**config.mk**
```make
export PLATFORM = sky130hd
export DESIGN_NAME = mtrd_ctrl
export DESIGN_NICKNAME = d
export VERILOG_FILES = /design/src/rtl/mtrd_pkg.sv /design/src/rtl/mtrd_ctrl.sv
export SDC_FILE = /design/constraint.sdc
export NUM_CORES = 1
export LEC_CHECK = 0
export ABC_AREA = 0
export BUFFER_PORTS_ARGS = -buffer_cell sky130_fd_sc_hd__buf_2
export CAP_MARGIN = 20
export CORE_UTILIZATION = 30
export CTS_CLUSTER_DIAMETER = 120
export CTS_CLUSTER_SIZE = 12
export DETAILED_ROUTE_END_ITERATION = 10
export PLACE_DENSITY_LB_ADDON = 0.3
export SLEW_MARGIN = 20
export SYNTH_ARGS = -nofsm -noshare
export SYNTH_HDL_FRONTEND = slang
export SYNTH_SLANG_ARGS = --single-unit
export TNS_END_PERCENT = 10
```
**constraint.sdc**
```tcl
create_clock -name clk_i -period 2.6 [get_ports clk_i]
set_clock_uncertainty 0.2 [all_clocks]
set_input_delay 0.39 -clock clk_i [delete_from_list [all_inputs] [get_ports clk_i]]
set_output_delay 0.39 -clock clk_i [all_outputs]
set_load 0.05 [all_outputs]
```
**src/rtl/mtrd_pkg.sv**
```systemverilog
`timescale 1ns / 1ps
package mtrd_pkg;
  localparam int unsigned StateWords  = 624;
  localparam int unsigned TwistOffset = 397;
  localparam int unsigned IdxW        = 10;

  localparam logic [31:0] TwistXor    = 32'h9908b0df;
  localparam logic [31:0] HighBit     = 32'h80000000;
  localparam logic [31:0] LowBits     = 32'h7fffffff;
  localparam logic [31:0] InitMult    = 32'd1812433253;
  localparam logic [31:0] DefaultSeed = 32'd5489;
  localparam logic [31:0] TemperB     = 32'h9d2c5680;
  localparam logic [31:0] TemperC     = 32'hefc60000;

  localparam logic [1:0] RegSeed      = 2'd0;
  localparam logic [1:0] RegRangeLow  = 2'd1;
  localparam logic [1:0] RegRangeHigh = 2'd2;

  typedef enum logic [2:0] {
    OpNone   = 3'd0,
    OpSeed   = 3'd1,
    OpTwist  = 3'd2,
    OpDraw   = 3'd3,
    OpDivide = 3'd4
  } op_e;

  typedef struct packed {
    op_e op;
    logic start;
  } cmd_t;

  typedef struct packed {
    logic busy;
    logic done;
  } status_t;

  function automatic logic [31:0] temper(input logic [31:0] w_in);
    logic [31:0] w;
    w = w_in;
    w = w ^ (w >> 11);
    w = w ^ ((w << 7) & TemperB);
    w = w ^ ((w << 15) & TemperC);
    w = w ^ (w >> 18);
    return w;
  endfunction
endpackage

```
**src/rtl/mtrd_ctrl.sv**
```systemverilog
`timescale 1ns / 1ps
module mtrd_ctrl (
  input  logic              clk_i,
  input  logic              rst_ni,
  input  logic              in_valid_i,
  input  logic              draw_i,
  output logic              in_stall_o,
  output logic              out_valid_o,
  input  logic              out_stall_i,
  input  logic              reseed_i,
  input  logic              pos_wrap_i,
  output mtrd_pkg::cmd_t    cmd_o,
  input  mtrd_pkg::status_t status_i
);
  typedef enum logic [6:0] {
    StIdle  = 7'b0000001,
    StSeed  = 7'b0000010,
    StTwist = 7'b0000100,
    StDraw  = 7'b0001000,
    StDiv   = 7'b0010000,
    StOut   = 7'b0100000,
    StLaunch = 7'b1000000
  } state_e;

  state_e st_q, st_d;
  logic need_seed_q, need_seed_d, need_twist_q, need_twist_d;
  logic acc;

  assign in_stall_o  = (st_q != StIdle);
  assign out_valid_o = (st_q == StOut);
  assign acc = in_valid_i && (st_q == StIdle) && draw_i;

  always_comb begin
    st_d = st_q; need_seed_d = need_seed_q || reseed_i; need_twist_d = need_twist_q;
    cmd_o.start = 1'b0; cmd_o.op = mtrd_pkg::OpNone;
    unique case (st_q)
      StIdle: if (acc) st_d = StLaunch;
      StLaunch: begin
        cmd_o.start = 1'b1;
        if (need_seed_q) begin
          cmd_o.op = mtrd_pkg::OpSeed; st_d = StSeed; need_seed_d = 1'b0;
        end else if (need_twist_q) begin
          cmd_o.op = mtrd_pkg::OpTwist; st_d = StTwist;
        end else begin
          cmd_o.op = mtrd_pkg::OpDraw; st_d = StDraw;
        end
      end
      StSeed: if (status_i.done) begin
        need_twist_d = 1'b1; st_d = StLaunch;
      end
      StTwist: if (status_i.done) begin
        need_twist_d = 1'b0; st_d = StLaunch;
      end
      StDraw: if (status_i.done) begin
        if (pos_wrap_i) need_twist_d = 1'b1;
        cmd_o.start = 1'b1; cmd_o.op = mtrd_pkg::OpDivide; st_d = StDiv;
      end
      StDiv: if (status_i.done) st_d = StOut;
      StOut: if (!out_stall_i) st_d = StIdle;
      default: st_d = StIdle;
    endcase
  end

  always_ff @(posedge clk_i or negedge rst_ni) begin
    if (!rst_ni) begin
      st_q <= StIdle; need_seed_q <= 1'b1; need_twist_q <= 1'b1;
    end else begin
      st_q <= st_d; need_seed_q <= need_seed_d; need_twist_q <= need_twist_d;
    end
  end
endmodule

```
==> results.py <==
metrics = {
    "setup_path": {
        "critPathArrivalTime_ns": 1.80,
        "crit_slowest_cell": "dfrtp_1",
        "crit_fanout": 9,
        "path_cells": "nor3_4, nand2_1, nor2_1, buf_2",
        "endpoint_kind": "primary output",
        "cp_slowest_stage_delay_ns": 0.50,
        "crit_type": "register to primary output",
        "crit_required_ns": 2.01,
        "start_kind": "register",
    },
    "sta": {
        "fmax_ghz": 0.418,
        "hold_viol": 0,
        "tightestPinTransition_ns": 0.464,
        "post-route-period-util_pct": 92.0,
        "rsz0062_at_grt": "no",
        "finalWorstSetupSlack_ns": 0.209,
        "finalMaxSlewViolations": 0,
        "setup-tns-final_ns": 0,
        "finalCriticalPeriod_ns": 2.39,
        "slew_headroom_pct": 68.8,
        "finalSetupViolations": 0,
        "whs_ns": 0.158,
    },
    "worst_hold_path": {
        "min_path_type": "input port to register",
    },
    "clock_network": {
        "cts_root_buf": "clkbuf_4",
        "cts_resized": 0,
        "worstSkewPairLatency_ns": 0.25,
        "cts.htree.levels": 1,
        "cts.sinks": 9,
        "numCtsBuffers": 3,
        "postCtsSetupBuffers": 0,
        "path_clk_slew_ns": 0.06,
        "cts_buffer_depth": 2,
        "cts_tree": "done",
    },
    "layout": {
        "fillers": 198,
        "nets": 89,
        "n_antenna_cell": 0,
        "drive_gt1_share_pct": 32.9,
        "post-route-util_pct": 39.5,
        "syn_to_final_growth_pct": 17.1,
    },
    "drt": {
        "post_drt_via_cell_ratio": 5.12,
        "drt_wl_total_mm": 1.26,
        "dr.first_iter.drc_count": 36,
        "firstDrtPassIters": 4,
        "drc": 0,
        "wl_per_cell_um": 12.1,
        "drtAntennaViolNets": 0,
        "via_count": 532,
    },
    "place": {
        "post-place-ws_ns": 0.487,
        "gp_congestion": 0.738,
        "place_hpwl_um": 931,
        "numPortBuffers": 13,
    },
    "logic_synthesis": {
        "async_reset_ff_share_pct": 100,
        "syn_nets": 74,
        "ys_ff_latch": 9,
        "synth_top_area_share_pct": 24.5,
        "yosys_warnings": 0,
        "synth-seq-area-share_pct": 37.3,
        "synthTopCellsByArea": "dfrtp_1, dfstp_2, mux2i_1",
        "synth_ff_type": "dfrtp_1",
        "synth_top_area_cell": "dfrtp_1",
        "synth_area_um2": 613,
        "synth_edf_count": 0,
        "synth_cells": 65,
        "avgSynthCellArea_um2": 9.43,
        "synth.distinct_cells": 34,
    },
    "power_and_ir_drop": {
        "total_leakage_power_uw": 0.000336,
        "fin_total_pwr_uw": 552,
        "ir_drop_mv": 0.292,
        "cellPowerDensity_nw_per_um2": 769,
    },
    "global_route": {
        "grt_overflow_total": 0,
        "grt_max_degree": 12,
        "grt_pass1_vias": 463,
        "grt_usage_pct": 13.8,
        "antenna_found_initial": 0,
        "grt_pass1_wl_mm": 2.05,
    },
    "floorplan": {
        "die_x_um": 47.2,
        "rows": 15,
        "start_util_pct": 33.7,
        "io_pins": 15,
        "core_region_area_um2": 1820,
        "dieHeight_um": 47.2,
        "die_area_um2": 2230,
    },
    "status": {
        "status": "finished clean",
    },
    "run": {
        "cap_violations": 0,
    },
}
[path summary, 6_finish.rpt]
check | from | end | cells after the start | slack (ns)
min reg2reg | need_seed_q | need_seed_q | 2 | 0.33
max | st_q[2] | cmd_o[2] | 4 | 0.21
max in group asynchronous | rst_ni | need_seed_q | 2 | 1.64
min | reseed_i | need_seed_q | 3 | 0.16
max reg2reg | st_q[2] | st_q[0] | 4 | 0.89
min in group asynchronous | rst_ni | st_q[2] | 2 | 0.31
[flip-flops by register name (all words and copies together) (netlist names)]
signal and count:
st_q 7, need_twist_q 1, need_seed_q 1
[layout by cell type (no fill, tap or decap), drive strengths merged]
cell,instances
mux2i,3
a21o,2
nor2b,2
a31oi,1
clkbuf,4
nand4,1
a32o,1
or2,1
nor3,3
a22o,1
nor4b,1
nor2,6
nor4,1
o31ai,1
dfrtp,6
inv,2
mux2,1
nor3b,3
or3b,1
nand2,5
o2bb2ai,1
a222oi,1
nand3,4
nand4b,1
nand3b,2
buf,13
dlygate4sd3,1
a21oi,2
o22ai,1
xnor2,1
xor2,1
dfstp,3
o21ai,2
[cell type report]
| type | count | area [um2] | area share (%) |
|---|---|---|---|
| clock buffer | 4 | 26.3 | 3.66 |
| inverter | 2 | 7.51 | 1.05 |
| multi-input combinational | 50 | 349 | 48.6 |
| sequential | 9 | 229 | 31.9 |
| tap | 25 | 31.3 | 4.36 |
| timing repair buffer | 14 | 75.1 | 10.5 |
[metrics by stage]
stage	std cells	cell area, um2
2_1_floorplan	65	618
3_3_place_gp	99	682
3_5_place_dp	99	682
4_1_cts	104	718
5_1_grt	104	718
6_report	104	718
[layer usage]
| metal | GRT usage, % | routed length [um] | vias to the layer above |
|---|---|---|---|
| li1 | - | - | 270 |
| met4 | 3.43 | 0 | 0 |
| met5 | 0 | 0 | - |
| met2 | 20.8 | 588 | 14 |
| met1 | 17.6 | 614 | 248 |
| met3 | 6.92 | 60 | 0 |
[report_power, final]
group	leakage, uW	switching, uW	total [uW]	internal (uW)
registers	0.000115	43.4	223	179
logic	0.000206	145	227	82.5
clock network	0.0000150	43.5	102	58.8
[timing repair]
item	CTS	global route
hold buffers	1	0
endpoints found under the hold margin	8	0
setup endpoints to repair	0	0
[critical path: cells and delay by family, from the launching register on]
| family | cells | cell delay [ns] |
|---|---|---|
| and+or+nand+nor | 3 | 0.77 |
| DFF | 1 | 0.50 |
| buffers and inverters | 1 | 0.28 |
[synthesized netlist by cell type, types with 2 or more instances]
master and n:
o21ai_0 2, nand3_1 4, nor3b_1 3, buf_2 2, nand3b_1 2, nor3_1 2, a21oi_1 2, inv_1 2
dfstp_2 3, nor2_1 6, nor2b_1 2, mux2i_1 3, dfrtp_1 6, buf_6 2, nand2_1 5
[kinds of logic (layout without fill, tap and decap cells)]
group,after synthesis,after routing,share of synthesized area (%)
and+or+nand+nor,31,31,30.8
muxes,4,4,6.73
AOI/OAI and AO/OA,13,13,15.7
DFF,9,9,37.3
buffers and inverters,6,20,6.53
xor gates and xnor gates,2,2,2.86
(Power assumes the default switching activity.)
